$ cat src/rtl/core/hacd_pkg.sv
// Shared types, colors and dot-color function for the hires artifact color decoder.
// Depends on nothing; every module of the decoder imports it.
package hacd_pkg;

    // Configuration register indexes
    localparam logic [0:0] CFG_COLOR_ENABLE = 1'b0;
    localparam logic [0:0] CFG_MONO_PALETTE = 1'b1;

    // Monochrome palette codes
    localparam logic [1:0] MONO_WHITE = 2'd0;
    localparam logic [1:0] MONO_GREEN = 2'd1;
    localparam logic [1:0] MONO_AMBER = 2'd2;

    // Colors packed as blue, green, red
    localparam logic [23:0] RGB_BLACK  = 24'h000000;
    localparam logic [23:0] RGB_WHITE  = 24'hffffff;
    localparam logic [23:0] RGB_PURPLE = 24'hfd44ff;
    localparam logic [23:0] RGB_GREEN  = 24'h3cf514;
    localparam logic [23:0] RGB_BLUE   = 24'hfdcf14;
    localparam logic [23:0] RGB_ORANGE = 24'h3c6aff;
    localparam logic [23:0] RGB_AMBER  = 24'h14cffd;
    localparam logic [23:0] DIM_MASK   = 24'hc0c0c0;

    // Each byte gives seven dots, each shown twice
    localparam int DOTS_PER_BYTE = 14;
    localparam int DOT_CNT_W     = 4;
    localparam logic [DOT_CNT_W-1:0] LAST_DOT = DOT_CNT_W'(DOTS_PER_BYTE - 1);

    // One released byte: dot window, column parity, palette bit, end of line
    typedef struct packed {
        logic [10:0] run;
        logic        odd;
        logic        pal;
        logic        last;
    } hacd_job_t;

    // Live configuration seen by the dot generator
    typedef struct packed {
        logic       color_enable;
        logic [1:0] mono_palette;
    } hacd_cfg_t;

    // Artifact hue from {palette bit, column parity, dot parity}
    function automatic logic [23:0] artifact_rgb(input logic [2:0] code);
        logic [23:0] rgb;
        begin
            case (code)
                3'd0:    rgb = RGB_PURPLE;
                3'd1:    rgb = RGB_GREEN;
                3'd2:    rgb = RGB_GREEN;
                3'd3:    rgb = RGB_PURPLE;
                3'd4:    rgb = RGB_BLUE;
                3'd5:    rgb = RGB_ORANGE;
                3'd6:    rgb = RGB_ORANGE;
                3'd7:    rgb = RGB_BLUE;
                default: rgb = RGB_BLACK;
            endcase
            return rgb;
        end
    endfunction

    // Color of dot i (0..6) of a released byte
    function automatic logic [23:0] dot_rgb(input hacd_job_t job, input logic [2:0] i,
                                            input hacd_cfg_t cfg);
        logic        left;
        logic        dot;
        logic        right;
        logic [23:0] rgb;
        begin
            left  = job.run[{1'b0, i} + 4'd1];
            dot   = job.run[{1'b0, i} + 4'd2];
            right = job.run[{1'b0, i} + 4'd3];
            rgb   = RGB_BLACK;
            if (cfg.color_enable) begin
                if (dot) begin
                    if (left || right)
                        rgb = RGB_WHITE;
                    else
                        rgb = artifact_rgb({job.pal, job.odd, i[0]});
                end
                else if (left && right) begin
                    rgb = artifact_rgb({job.pal, job.odd, ~i[0]});
                end
            end
            else if (dot) begin
                case (cfg.mono_palette)
                    MONO_WHITE: rgb = RGB_WHITE;
                    MONO_GREEN: rgb = RGB_GREEN;
                    MONO_AMBER: rgb = RGB_AMBER;
                    default:    rgb = RGB_WHITE;
                endcase
            end
            return rgb;
        end
    endfunction

endpackage

$ cat src/rtl/core/hacd_front.sv
// Front end: accepts screen bytes, tracks line position and issues one job per released byte.
// Depends on hacd_pkg.
module hacd_front #(
    parameter int BYTES_PER_LINE = 40
) (
    input  logic              clk,
    input  logic              rst_n,
    input  logic              in_valid,
    output logic              in_stall,
    input  logic [7:0]        video_byte,
    input  logic              line_start,
    input  logic              q_full,
    output logic              push,
    output hacd_pkg::hacd_job_t push_job
);
    import hacd_pkg::*;

    localparam int COL_W = $clog2(BYTES_PER_LINE + 1);
    localparam logic [COL_W-1:0] LAST_COL = COL_W'(BYTES_PER_LINE - 1);

    logic [7:0]       older_reg, older_next;
    logic [7:0]       pend_reg, pend_next;
    logic [COL_W-1:0] col_reg, col_next;
    logic             have_reg, have_next;
    logic             accept;
    logic             last_col;

    // Hold input while the queue is full
    assign in_stall = q_full;
    assign accept   = in_valid && !in_stall;
    assign last_col = (col_reg >= LAST_COL);
    assign push     = accept && !line_start && have_reg;

    // Build the job for the pending byte
    always_comb
    begin
        push_job.run  = {video_byte[1:0], pend_reg[6:0], older_reg[6:5]};
        push_job.odd  = col_reg[0];
        push_job.pal  = pend_reg[7];
        push_job.last = last_col;
    end

    // Advance line state
    always_comb
    begin
        older_next = older_reg;
        pend_next  = pend_reg;
        col_next   = col_reg;
        have_next  = have_reg;
        if (accept) begin
            if (line_start || !have_reg) begin
                older_next = 8'h00;
                pend_next  = video_byte;
                col_next   = '0;
                have_next  = 1'b1;
            end
            else if (last_col) begin
                older_next = 8'h00;
                pend_next  = 8'h00;
                col_next   = '0;
                have_next  = 1'b0;
            end
            else begin
                older_next = pend_reg;
                pend_next  = video_byte;
                col_next   = col_reg + COL_W'(1);
            end
        end
    end

    always_ff @(posedge clk or negedge rst_n)
    begin
        if (!rst_n) begin
            older_reg <= 8'h00;
            pend_reg  <= 8'h00;
            col_reg   <= '0;
            have_reg  <= 1'b0;
        end
        else begin
            older_reg <= older_next;
            pend_reg  <= pend_next;
            col_reg   <= col_next;
            have_reg  <= have_next;
        end
    end

endmodule

$ cat src/rtl/core/hacd_queue.sv
// Two-entry job queue between the front end and the dot generator.
// Depends on hacd_pkg.
module hacd_queue (
    input  logic                clk,
    input  logic                rst_n,
    input  logic                push,
    input  hacd_pkg::hacd_job_t push_job,
    input  logic                pop,
    output logic                q_valid,
    output logic                q_full,
    output hacd_pkg::hacd_job_t head_job
);
    import hacd_pkg::*;

    hacd_job_t  entry_reg [2];
    logic       wr_ptr_reg, wr_ptr_next;
    logic       rd_ptr_reg, rd_ptr_next;
    logic [1:0] count_reg, count_next;

    assign q_valid  = (count_reg != 2'd0);
    assign q_full   = (count_reg == 2'd2);
    assign head_job = entry_reg[rd_ptr_reg];

    // Advance pointers and occupancy
    always_comb
    begin
        wr_ptr_next = push ? ~wr_ptr_reg : wr_ptr_reg;
        rd_ptr_next = pop ? ~rd_ptr_reg : rd_ptr_reg;
        count_next  = count_reg + {1'b0, push} - {1'b0, pop};
    end

    always_ff @(posedge clk or negedge rst_n)
    begin
        if (!rst_n) begin
            wr_ptr_reg <= 1'b0;
            rd_ptr_reg <= 1'b0;
            count_reg  <= 2'd0;
        end
        else begin
            wr_ptr_reg <= wr_ptr_next;
            rd_ptr_reg <= rd_ptr_next;
            count_reg  <= count_next;
        end
    end

    // Store the word
    always_ff @(posedge clk)
    begin
        if (push)
            entry_reg[wr_ptr_reg] <= push_job;
    end

endmodule

$ cat src/rtl/core/hacd_back.sv
// Back end: walks the fourteen dots of the head job, one per cycle unless the output stalls, into the output register.
// Depends on hacd_pkg.
module hacd_back (
    input  logic                clk,
    input  logic                rst_n,
    input  logic                q_valid,
    input  hacd_pkg::hacd_job_t head_job,
    input  hacd_pkg::hacd_cfg_t cfg,
    output logic                pop,
    output logic                out_valid,
    input  logic                out_stall,
    output logic [23:0]         pixel_rgb,
    output logic [23:0]         dimmed_rgb,
    output logic                last_of_byte,
    output logic                line_done
);
    import hacd_pkg::*;

    logic [DOT_CNT_W-1:0] dot_cnt_reg, dot_cnt_next;
    logic                 valid_reg, valid_next;
    logic [23:0]          pixel_reg;
    logic [23:0]          dimmed_reg;
    logic                 last_reg;
    logic                 done_reg;
    logic                 slot_free;
    logic                 fire;
    logic                 final_dot;
    logic [23:0]          rgb;

    assign slot_free = !valid_reg || !out_stall;
    assign fire      = q_valid && slot_free;
    assign final_dot = (dot_cnt_reg == LAST_DOT);
    assign pop       = fire && final_dot;
    assign rgb       = dot_rgb(head_job, dot_cnt_reg[DOT_CNT_W-1:1], cfg);

    // Step the dot counter and output valid
    always_comb
    begin
        dot_cnt_next = dot_cnt_reg;
        if (fire)
            dot_cnt_next = final_dot ? '0 : dot_cnt_reg + DOT_CNT_W'(1);
        valid_next = fire ? 1'b1 : (slot_free ? 1'b0 : valid_reg);
    end

    always_ff @(posedge clk or negedge rst_n)
    begin
        if (!rst_n) begin
            dot_cnt_reg <= '0;
            valid_reg   <= 1'b0;
        end
        else begin
            dot_cnt_reg <= dot_cnt_next;
            valid_reg   <= valid_next;
        end
    end

    // Load the output word
    always_ff @(posedge clk)
    begin
        if (fire) begin
            pixel_reg  <= rgb;
            dimmed_reg <= rgb & DIM_MASK;
            last_reg   <= final_dot;
            done_reg   <= final_dot && head_job.last;
        end
    end

    assign out_valid    = valid_reg;
    assign pixel_rgb    = pixel_reg;
    assign dimmed_rgb   = dimmed_reg;
    assign last_of_byte = last_reg;
    assign line_done    = done_reg;

endmodule

$ cat src/rtl/core/hires_artifact_color_decoder.sv
// Hires artifact color decoder: one byte in, fourteen dot words out per released byte.
// Path: a released byte's job is queued, then each dot is registered at the outputs.
// Throughput: one dot per cycle from the dot generator while the output is not stalled;
// a two-word job queue lets the input side run ahead by up to two bytes.
// Reset: clears line state, queue and output valid; color decoding on, white palette.
// Depends on hacd_pkg, hacd_front, hacd_queue and hacd_back.
module hires_artifact_color_decoder #(
    parameter int BYTES_PER_LINE = 40
) (
    input  logic        clk,
    input  logic        rst_n,
    input  logic        in_valid,
    output logic        in_stall,
    input  logic [7:0]  video_byte,
    input  logic        line_start,
    output logic        out_valid,
    input  logic        out_stall,
    output logic [23:0] pixel_rgb,
    output logic [23:0] dimmed_rgb,
    output logic        last_of_byte,
    output logic        line_done,
    input  logic        cfg_valid,
    output logic        cfg_ready,
    input  logic [0:0]  cfg_index,
    input  logic [1:0]  cfg_data
);
    import hacd_pkg::*;

    logic       color_enable_reg, color_enable_next;
    logic [1:0] mono_palette_reg, mono_palette_next;
    hacd_cfg_t  cfg;
    hacd_job_t  push_job;
    hacd_job_t  head_job;
    logic       push;
    logic       pop;
    logic       q_valid;
    logic       q_full;

    // Configuration registers
    assign cfg_ready = 1'b1;

    always_comb
    begin
        color_enable_next = color_enable_reg;
        mono_palette_next = mono_palette_reg;
        if (cfg_valid && cfg_ready) begin
            case (cfg_index)
                CFG_COLOR_ENABLE: color_enable_next = cfg_data[0];
                CFG_MONO_PALETTE: mono_palette_next = cfg_data;
                default: ;
            endcase
        end
    end

    always_ff @(posedge clk or negedge rst_n)
    begin
        if (!rst_n) begin
            color_enable_reg <= 1'b1;
            mono_palette_reg <= MONO_WHITE;
        end
        else begin
            color_enable_reg <= color_enable_next;
            mono_palette_reg <= mono_palette_next;
        end
    end

    assign cfg.color_enable = color_enable_reg;
    assign cfg.mono_palette = mono_palette_reg;

    hacd_front #(
        .BYTES_PER_LINE(BYTES_PER_LINE)
    ) u_front (
        .clk        (clk),
        .rst_n      (rst_n),
        .in_valid   (in_valid),
        .in_stall   (in_stall),
        .video_byte (video_byte),
        .line_start (line_start),
        .q_full     (q_full),
        .push       (push),
        .push_job   (push_job)
    );

    hacd_queue u_queue (
        .clk      (clk),
        .rst_n    (rst_n),
        .push     (push),
        .push_job (push_job),
        .pop      (pop),
        .q_valid  (q_valid),
        .q_full   (q_full),
        .head_job (head_job)
    );

    hacd_back u_back (
        .clk          (clk),
        .rst_n        (rst_n),
        .q_valid      (q_valid),
        .head_job     (head_job),
        .cfg          (cfg),
        .pop          (pop),
        .out_valid    (out_valid),
        .out_stall    (out_stall),
        .pixel_rgb    (pixel_rgb),
        .dimmed_rgb   (dimmed_rgb),
        .last_of_byte (last_of_byte),
        .line_done    (line_done)
    );

`ifndef SYNTHESIS
    // End of line only on the final dot of a byte
    a_done_on_last: assert property (@(posedge clk) disable iff (!rst_n)
        out_valid && line_done |-> last_of_byte)
        else $error("line_done without last_of_byte");

    // Dimmed word always tracks the shown color
    a_dim_match: assert property (@(posedge clk) disable iff (!rst_n)
        out_valid |-> (dimmed_rgb == (pixel_rgb & DIM_MASK)))
        else $error("dimmed_rgb does not match pixel_rgb");

    // No push into a full queue
    a_no_overflow: assert property (@(posedge clk) disable iff (!rst_n)
        q_full |-> !push)
        else $error("job pushed into full queue");

    // A job leaves only when one is queued
    a_no_underflow: assert property (@(posedge clk) disable iff (!rst_n)
        pop |-> q_valid)
        else $error("job popped from empty queue");
`endif

endmodule
$ cat config.mk
export PLATFORM = sky130hd
export DESIGN_NAME = hires_artifact_color_decoder
export DESIGN_NICKNAME = d
export VERILOG_FILES = /design/src/rtl/core/hacd_pkg.sv /design/src/rtl/core/hacd_front.sv /design/src/rtl/core/hacd_queue.sv /design/src/rtl/core/hacd_back.sv /design/src/rtl/core/hires_artifact_color_decoder.sv
export SDC_FILE = /design/constraint.sdc
export NUM_CORES = 1
export LEC_CHECK = 0
export ABC_AREA = 1
export BUFFER_PORTS_ARGS = -buffer_cell sky130_fd_sc_hd__buf_2
export CORE_ASPECT_RATIO = 1.1
export CORE_UTILIZATION = 40
export CTS_BUF_LIST = sky130_fd_sc_hd__clkbuf_4
export DETAILED_ROUTE_END_ITERATION = 8
export PLACE_DENSITY = 0.66
export SYNTH_ARGS = -nofsm -noshare
export SYNTH_HDL_FRONTEND = slang
export SYNTH_SLANG_ARGS = --single-unit
export TNS_END_PERCENT = 1
$ cat constraint.sdc
create_clock -name clk -period 2.6 [get_ports clk]
set_input_delay 0.52 -clock clk [delete_from_list [all_inputs] [get_ports clk]]
set_output_delay 0.52 -clock clk [all_outputs]
set_load 0.005 [all_outputs]
# ---- Word level (Yosys, flattened, before mapping)
# Memories as Yosys holds them, arrays and structs flattened.
# Cells that the tools add are included.
# W data, S select, Z words.
dict set report totals {
  ff_bits 66
  latch_bits 0
  ramBits 28
  mem_bits_ro 256
  in_bits 17
  output_inout_bits 53
  wordCells 83
  n_memories 3
}
dict set report classes {
  addsub 7
  mul 0
  n_div 0
  order_cmp 4
  n_eq_ne 4
  shifts 0
  muxes 25
  bitwise_logic 4
  reduce_logical 21
}
# memory depth width rd rd_clocked_by_memory_dff wr line_no
set memory_table {}
lappend memory_table {{(name not given)} 8 16 1 0 0 hacd_pkg.sv:47} ;# case (code)
lappend memory_table {{(name not given)} 8 16 1 0 0 hacd_pkg.sv:47}
lappend memory_table {u_queue.entry_reg 2 14 1 0 1 hacd_queue.sv:15} ;# hacd_job_t entry_reg [2];
# operator n
set op_table {}
lappend op_table {{$mux W24} 5}
lappend op_table {{$pmux W24 S2} 1}
lappend op_table {{$mux W8} 2}
lappend op_table {{$lt A4 B5 Y1 const B} 3}
lappend op_table {{$mux W7} 2}
lappend op_table {{$bmux W1 S4} 3}
lappend op_table {{$mux W6} 2}
lappend op_table {{$mux W1} 9}
lappend op_table {{$add A3 B2 Y4 const B} 2}
lappend op_table {{$logic_and A1 B1 Y1} 7}
lappend op_table {{$add A6 B1 Y6 const B} 1}
lappend op_table {{$ge A6 B6 Y1 const B} 1}
lappend op_table {{$reduce_and A2 Y1} 3}
lappend op_table {{$reduce_bool A2 Y1} 3}
lappend op_table {{$logic_not A1 Y1} 5}
lappend op_table {{$add A3 B1 Y4 const B} 1}
lappend op_table {{$add A4 B1 Y4 const B} 1}
lappend op_table {{$eq A2 B2 Y1 const B} 2}
lappend op_table {{$eq A4 B4 Y1 const B} 1}
lappend op_table {{$mux W4} 1}
lappend op_table {{$not A1 Y1} 4}
lappend op_table {{$logic_or A1 B1 Y1} 3}
lappend op_table {{$add A2 B1 Y2} 1}
lappend op_table {{$eq A2 B1 Y1 const B} 1}
lappend op_table {{$sub A2 B1 Y2} 1}

# ---- Logic depth before layout (Yosys ltp)
# Gate-level depths: netlist (run 1).
dict set report depth {
  ltp_word 7
  ltp_mapped 15
}

# ---- Hierarchy
# A second synthesis (run 1) with hierarchy kept.
dict set report unflattened {
  cells_unflattened 484
  hier_area_um2 4067.7
}
# mod instances cells_each area_per_inst_um2 seq_area_each_um2
set modules_own_cells {}
lappend modules_own_cells {hacd_back 1 246 1744.2 515.5}
lappend modules_own_cells {hacd_queue 1 98 1262.5 940.9}
lappend modules_own_cells {hacd_front 1 123 924.6 425.4}
lappend modules_own_cells {hires_artifact_color_decoder 1 17 136.4 76.3}

# ---- Least setup slack after synthesis (run 1)
# OpenSTA, ideal clock, no wires.
dict set report synth_path {
  path_kind {register to register}
  from {register u_back.dot_cnt_reg[1]}
  to {register u_back.pixel_reg[11], in the netlist u_back.pixel_rgb[11], data pin}
  t_arrival_ns 1.851
  setup_slack_ns 0.497
  stages_incl_launch_ff 16
  synth_period_minus_slack_ns 2.103
  cell_sequence {dfrtp_1 -> buf_4 -> inv_2 -> buf_4 -> ha_1 -> inv_1 -> nand3_1 -> nand2_1 -> nand2_1 -> nand2_1 -> nand2_1 -> nand2_4 -> o21ai_1 -> nand2_1 -> nand2_1 -> nand2_1}
}
dict set report synth_between {
  elab_chain_cells 7
}
# item line_no
set synth_lines {}
lappend synth_lines {{start: declaration} hacd_back.sv:19} ;# logic [DOT_CNT_W-1:0] dot_cnt_reg, dot_cnt_next;
lappend synth_lines {{start signal: assignment} hacd_back.sv:52} ;# dot_cnt_reg <= dot_cnt_next;
lappend synth_lines {{$add A3 B1 Y4 or $add A3 B2 Y4 (tied branches)} {hacd_pkg.sv:70, hacd_pkg.sv:72}}
lappend synth_lines {{$bmux W1 S4 (on tied branches)} {hacd_pkg.sv:70, hacd_pkg.sv:72}}
lappend synth_lines {{$mux W1 (on tied branches)} {hacd_pkg.sv:70, hacd_pkg.sv:72}}
lappend synth_lines {{$logic_and A1 B1 Y1 or $logic_or A1 B1 Y1 (tied branches)} {hacd_pkg.sv:81, hacd_pkg.sv:76}}
lappend synth_lines {{$mux W24 (on tied branches)} {hacd_pkg.sv:81, hacd_pkg.sv:76}}
lappend synth_lines {{$mux W24} hacd_pkg.sv:75} ;# if (dot) begin
lappend synth_lines {{$mux W24 (*)} hacd_pkg.sv:74} ;# if (cfg.color_enable) begin
lappend synth_lines {{via u_back.rgb[11]} hacd_back.sv:28} ;# logic [23:0] rgb;
lappend synth_lines {{end signal: assignment} hacd_back.sv:61} ;# pixel_reg <= rgb;
lappend synth_lines {{end: declaration} hacd_back.sv:21} ;# logic [23:0] pixel_reg;
# Mark *: on every way through the listed nets, which the timed path passes. The rest lies on a longest branch. The select of a mux whose other input is x is not followed.
# A chain may end at the register's enable or synchronous reset.

# ---- Worst setup path after layout (run 1)
dict set report layout_path {
  from {register u_back.dot_cnt_reg[1]}
  to {register u_back.pixel_reg[12], in the netlist u_back.pixel_rgb[12], data pin}
}
# Same word-level chain as after synthesis.

==> results of run 1 <==
logic make-up (layout without fill, tap and decap cells):
| kind of cell | Yosys count | in the layout | synth area share [%] |
|---|---|---|---|
| AOI/OAI and AO/OA | 33 | 33 | 5.29 |
| DFF | 70 | 70 | 51.4 |
| adders and majority gates | 13 | 13 | 4.27 |
| xor gates and xnor gates | 9 | 9 | 2.27 |
| and+or+nand+nor | 201 | 201 | 23.0 |
| other | 2 | 19 | 0.197 |
| buffers and inverters | 88 | 115 | 13.5 |
cell usage after synthesis (5+ instances only):
cell type | n | area (sq um)
o21ai_0 | 11 | 55.1
a21oi_1 | 7 | 35.0
inv_1 | 36 | 135
nand2_1 | 112 | 420
dfrtp_1 | 28 | 701
nor2_1 | 26 | 97.6
buf_4 | 40 | 300
xor2_1 | 7 | 61.3
ha_1 | 13 | 163
edfxtp_1 | 41 | 1230
nand4_1 | 5 | 31.3
nand3_1 | 43 | 215
metrics by stage:
stage	utilization, %	cell area (sq um)	setup WS, ps
global placement	43.8	3970	472
finish	45.8	4150	402
global route	45.8	4150	159
CTS	45.8	4150	425
detailed placement	43.8	3970	426
floorplan	-	3870	497
layout by cell type (no fill, tap or decap), types with 2 or more instances in the layout:
| master | instances |
|---|---|
| buf_4 | 8 |
| nand2_2 | 2 |
| conb_1 | 19 |
| clkinv_1 | 2 |
| clkbuf_4 | 9 |
| o21ai_1 | 2 |
| o22ai_1 | 3 |
| a21oi_2 | 3 |
| inv_2 | 3 |
| bufinv_16 | 3 |
| nor3_1 | 3 |
| o21ai_2 | 2 |
| nand4_1 | 5 |
| nand3_1 | 43 |
| a21oi_1 | 7 |
| buf_2 | 50 |
| nand2_1 | 112 |
| dfrtp_1 | 28 |
| a31oi_1 | 2 |
| o21ai_0 | 11 |
| inv_1 | 36 |
| nand2_4 | 2 |
| edfxtp_1 | 41 |
| nor2_1 | 26 |
| ha_1 | 13 |
| or2_1 | 2 |
| inv_6 | 2 |
| xor2_1 | 7 |
how the worst min path moves through the flow:
stage / start / to / slack [ps]
after floorplan: rst_n / mono_palette_reg[0] / 220
after detailed placement: u_front.pend_reg[5] / u_queue.entry_reg[1][10] / 460
final: rst_n / u_front.col_reg[1] / 120
after global routing: rst_n / u_front.col_reg[2] / 150
after global placement: u_front.pend_reg[0] / u_queue.entry_reg[1][5] / 450
after CTS: rst_n / u_front.col_reg[1] / 120
layout make-up:
type | instances | area [sq um]
Sequential cell | 70 | 1960
Clock buffer | 9 | 67.6
Multi-Input combinational cell | 275 | 1400
Tap cell | 114 | 143
Clock inverter | 7 | 111
Fill cell | 899 | 4910
Timing Repair Buffer | 58 | 310
Inverter | 41 | 161
layer usage:
metal | track usage, % | vias to the layer above | routed length (um)
li1 | - | 1383 | -
met1 | 16.8 | 1263 | 2840
met2 | 24.4 | 92 | 3290
met3 | 3.00 | 23 | 329
met4 | 7.36 | 0 | 186
met5 | 0 | - | 0
power by group through the flow:
stage / logic, uW / registers [uW] / clock network, uW
3_3_place_gp: 2630 / 1910 / 0
4_1_cts: 2690 / 1910 / 878
3_5_place_dp: 2680 / 1930 / 0
6_report: 2700 / 1900 / 854
2_1_floorplan: 2230 / 1880 / 0
5_1_grt: 3090 / 1950 / 922
==> metrics.cfg, run 1 <==
[status]
outcome = finished clean

[cts]
cts_tree = yes
path_clk_slew_ps = 120
cts_buffer_depth = 2
htreeDepth = 3
numCtsBuffers = 9
cts-root-buf = clkbuf_4
hold_buffers = 0
clk_latency_ps = 410
cts_resized = 0
cts_sinks = 70
cts_setup_buffers = 0

[critical_path]
critical_path_peak_fanout = 7
cp_num_cells = 13
cpLargestDelayFamily = simple AND/OR/NAND/NOR gates
path_cells = inv_2 -> ha_1 -> inv_1 -> nand3_1 -> nand2_1 -> nand2_1 -> nand2_1 -> a21oi_2 -> nand3_1 -> nand2_1 -> nand2_1 -> nand2_1 -> nand2_1
start_kind = register
path_buf_inv = 2
startpoint = u_back.dot_cnt_reg[1]
worstPathArrival_ps = 2370
cp_slowest_cell = dfrtp_1
r2r_setup_slack_ps = 400
end_kind = register
r2r_end = u_back.pixel_rgb[12]
worstPathRequired_ps = 2770
path_common_cell = nand2_1
slowest_delay_ps = 450
cp-endpoint = u_back.pixel_rgb[12]
r2r_start = u_back.dot_cnt_reg[1]
crit_type = register to register
rr_worst_depth = 13

[yosys]
ys_seq_area_share_pct = 51.4
ys_types = 41
syn-instance-count = 416
ys.flop_type = edfxtp_1
synth-async-reset-ratio_pct = 41.4
syn_area_sq_um = 3810
yosys_warnings = 0
synth_edf_count = 41
ys_ff_latch = 70
syn_avg_cell_area_sq_um = 9.15

[floorplan]
initial_core_util_pct = 42.0
die_h_um = 104
io_pins = 70
num_rows = 36
die_x_um = 95.0
core_sq_um = 9050
die_area_sq_um = 9910

[route]
drc_errors = 0
vias = 2761
drt_iter0_markers = 147
wire_per_inst_um = 11.6
ant_nets = 0
dr.pass1.iters = 4
wirelength_um = 6650
viasPerCell = 4.81

[sta]
hold_viol = 0
fin_crit_ps = 2200
grt_setup_unrepaired = no
whs_ps = 120
clock_skew_ps = 16.1
fmax_mhz = 455
drv_slew = 0
relSlewSlack_pct = 55.8
worst_slew_pin_slew_ps = 663
setup_tns_ps = 0
setup_violations = 0
fin_crit_sh_pct = 84.6

[place]
gp_congestion = 0.858
io_buffers = 50
placed_cells = 558
place_hpwl_um = 5090

[global_route]
grt_pass1_vias = 2522
antenna_found_initial = 0
overflow = 0
track_usage_pct = 14.4
grt_pass1_wl_um = 11100
grt_start_max_net_pins = 30

[layout]
stdcell_count = 574
diodes = 0
largest_register_ffs = 28
drive_gt1_share_pct = 20.0
synthToLayoutAreaGrowth_pct = 8.97
fin_nets = 485

[pwr]
power_uw = 5450
clkPwrFrac_pct = 15.7
power_density_nw_per_um2 = 1310
ir_worst_vdd_v = 0.000507
leakagePower_uw = 0.00202
seqPwrFrac_pct = 34.8
switching_share_pct = 42.5
internal-power_uw = 3130
p_switching_uw = 2320
combPwrFrac_pct = 49.5

[run]
drv_cap = 0

[min_path]
holdCritPathClass = input pin to asynchronous set/reset pin

Note: power is estimated with default switching activity, not from simulation.
==> run 2: changes to the inputs <==
==> constraint.sdc (replaced) <==
create_clock -name clk -period 2.2 [get_ports clk]
set_input_delay 0.44 -clock clk [delete_from_list [all_inputs] [get_ports clk]]
set_output_delay 0.44 -clock clk [all_outputs]
set_load 0.005 [all_outputs]
==> metrics.cfg, run 2 (synthesis results as in run 1) <==
[status]
outcome = finished clean  ; unchanged

[sta]
setup_tns_ps = 0  ; unchanged
setup_violations = 0  ; unchanged
grt_setup_unrepaired = yes  ; was no
whs_ps = 42.0  ; was 120 ps
fmax_mhz = 482  ; was 455 MHz
fin_crit_sh_pct = 94.3  ; was 84.6%
fin_crit_ps = 2080  ; was 2200 ps
relSlewSlack_pct = 54.5  ; was 55.8%
drv_slew = 0  ; unchanged
worst_slack_ps = 124  ; was 402 ps
hold_viol = 0  ; unchanged
clock_skew_ps = 18.7  ; was 16.1 ps
worst_slew_pin_slew_ps = 682  ; was 663 ps

[layout]
design_area_sq_um = 4210  ; was 4150 sq um
synthToLayoutAreaGrowth_pct = 10.6  ; was 8.97%
fin_nets = 489  ; was 485
stdcell_count = 578  ; was 574
nFillCells = 884  ; was 899
layout_commonest_cell = nand2_1  ; unchanged
diodes = 0  ; unchanged
drive_gt1_share_pct = 22.0  ; was 20.0%
layout_common_cells = 112 x nand2_1, 50 x buf_2, 43 x nand3_1  ; unchanged
largest_register_ffs = 28  ; unchanged

[critical_path]
start_kind = register  ; unchanged
crit_type = register to register  ; unchanged
critical_path_peak_fanout = 13  ; was 7
worstPathArrival_ps = 2250  ; was 2370 ps
end_kind = register  ; unchanged
worstPathRequired_ps = 2380  ; was 2770 ps

[min_path]
holdCritPathClass = input pin to asynchronous set/reset pin  ; unchanged

[pwr]
leakagePower_uw = 0.00204  ; was 0.00202 uW
power_density_nw_per_um2 = 1560  ; was 1310 nW/um^2
ir_worst_vdd_v = 0.000634  ; was 0.000507 V

[global_route]
antenna_found_initial = 0  ; unchanged
grt_pass1_vias = 2596  ; was 2522
track_usage_pct = 15.1  ; was 14.4%
grt_pass1_wl_um = 11700  ; was 11100 um
grt_start_max_net_pins = 30  ; unchanged
overflow = 0  ; unchanged

[route]
drc_errors = 0  ; unchanged
drt_iter0_markers = 140  ; was 147
viasPerCell = 4.73  ; was 4.81
vias = 2735  ; was 2761
wire_per_inst_um = 11.7  ; was 11.6 um
ant_nets = 0  ; unchanged
wirelength_um = 6750  ; was 6650 um
dr.pass1.iters = 4  ; unchanged

[place]
pre_cts_slack_ps = 76.5  ; was 426 ps
gp_congestion = 0.909  ; was 0.858
io_buffers = 50  ; unchanged
place_hpwl_um = 5130  ; was 5090 um
placed_cells = 562  ; was 558
post_dp_cell_area_sq_um = 4010  ; was 3970 sq um

[floorplan]
num_rows = 36  ; unchanged
die_area_sq_um = 9910  ; unchanged
initial_core_util_pct = 42.0  ; unchanged
io_pins = 70  ; unchanged
die_x_um = 95.0  ; unchanged
core_sq_um = 9050  ; unchanged
die_h_um = 104  ; unchanged

[cts]
numCtsBuffers = 9  ; unchanged
cts_sinks = 70  ; unchanged
cts_buffer_depth = 2  ; unchanged
path_clk_slew_ps = 120  ; about the same
cts_tree = yes  ; unchanged
cts-root-buf = clkbuf_4  ; unchanged
htreeDepth = 3  ; unchanged
clk_latency_ps = 420  ; was 410 ps
cts_setup_buffers = 0  ; unchanged

[run]
drv_cap = 0  ; unchanged

run 2: report_power, final:
group          switching (uW)  leakage (uW)  internal [uW]
clock network             477     0.0000966            588
logic                    2040       0.00120           1230
registers                 257      0.000743           1980
run 2: path summary, 6_finish.rpt:
kind | from | to | slack [ps] | cells past startpoint
max in group asynchronous | rst_n | u_back.dot_cnt_reg[1] | 1670 | 1
worst max-delay path | u_queue.rd_ptr_reg | u_back.pixel_rgb[1] | 120 | 10
worst max register to register | u_queue.rd_ptr_reg | u_back.pixel_rgb[1] | 120 | 10
min in group clk | cfg_valid | color_enable_reg | 210 | 2
worst min-delay path | rst_n | u_front.older_reg[5] | 40 | 1
worst min register to register | u_front.pend_reg[0] | u_queue.entry_reg[1][5] | 470 | 0
run 2: repair_timing:
action | 4_1_cts | 5_1_grt
endpoints found under the setup margin | 0 | 10
hold buffers | 0 | 0
gates resized for setup | 0 | 5
run 2: worst max-delay path: stages, from the launching register on:
cell and delay (ps):
dfrtp_2 510, inv_6 140, nand2_1 60, nand2_1 110, xor2_2 270, inv_1 130
ha_1 310, nand4_1 110, nand2_1 60, nand2_1 70, nand2_1 60
run 2: final cells by class:
| type | instances | area (sq um) | share of cell area [%] |
|---|---|---|---|
| Clock buffer | 10 | 75.1 | 1.78 |
| Sequential cell | 70 | 1960 | 46.6 |
| Clock inverter | 6 | 111 | 2.64 |
| Inverter | 41 | 161 | 3.83 |
| Timing Repair Buffer | 62 | 353 | 8.38 |
| Tap cell | 114 | 143 | 3.39 |
| Multi-Input combinational cell | 275 | 1410 | 33.4 |
run 2: metal layers:
layer | track usage (%) | share of wire, % | vias up
met5 | 0 | 0 | -
met4 | 4.98 | 1.2 | 0
met3 | 4.02 | 4.5 | 11
met2 | 26.5 | 51 | 70
met1 | 17.4 | 43 | 1265
li1 | - | - | 1389
run 2: stage by stage:
| step | total power (uW) | util, % |
|---|---|---|
| global placement | 5430 | 44.3 |
| global route | 7250 | 46.5 |
| detailed placement | 5500 | 44.3 |
| CTS | 6590 | 46.4 |
| floorplan | 4850 | - |
| finish | 6580 | 46.5 |
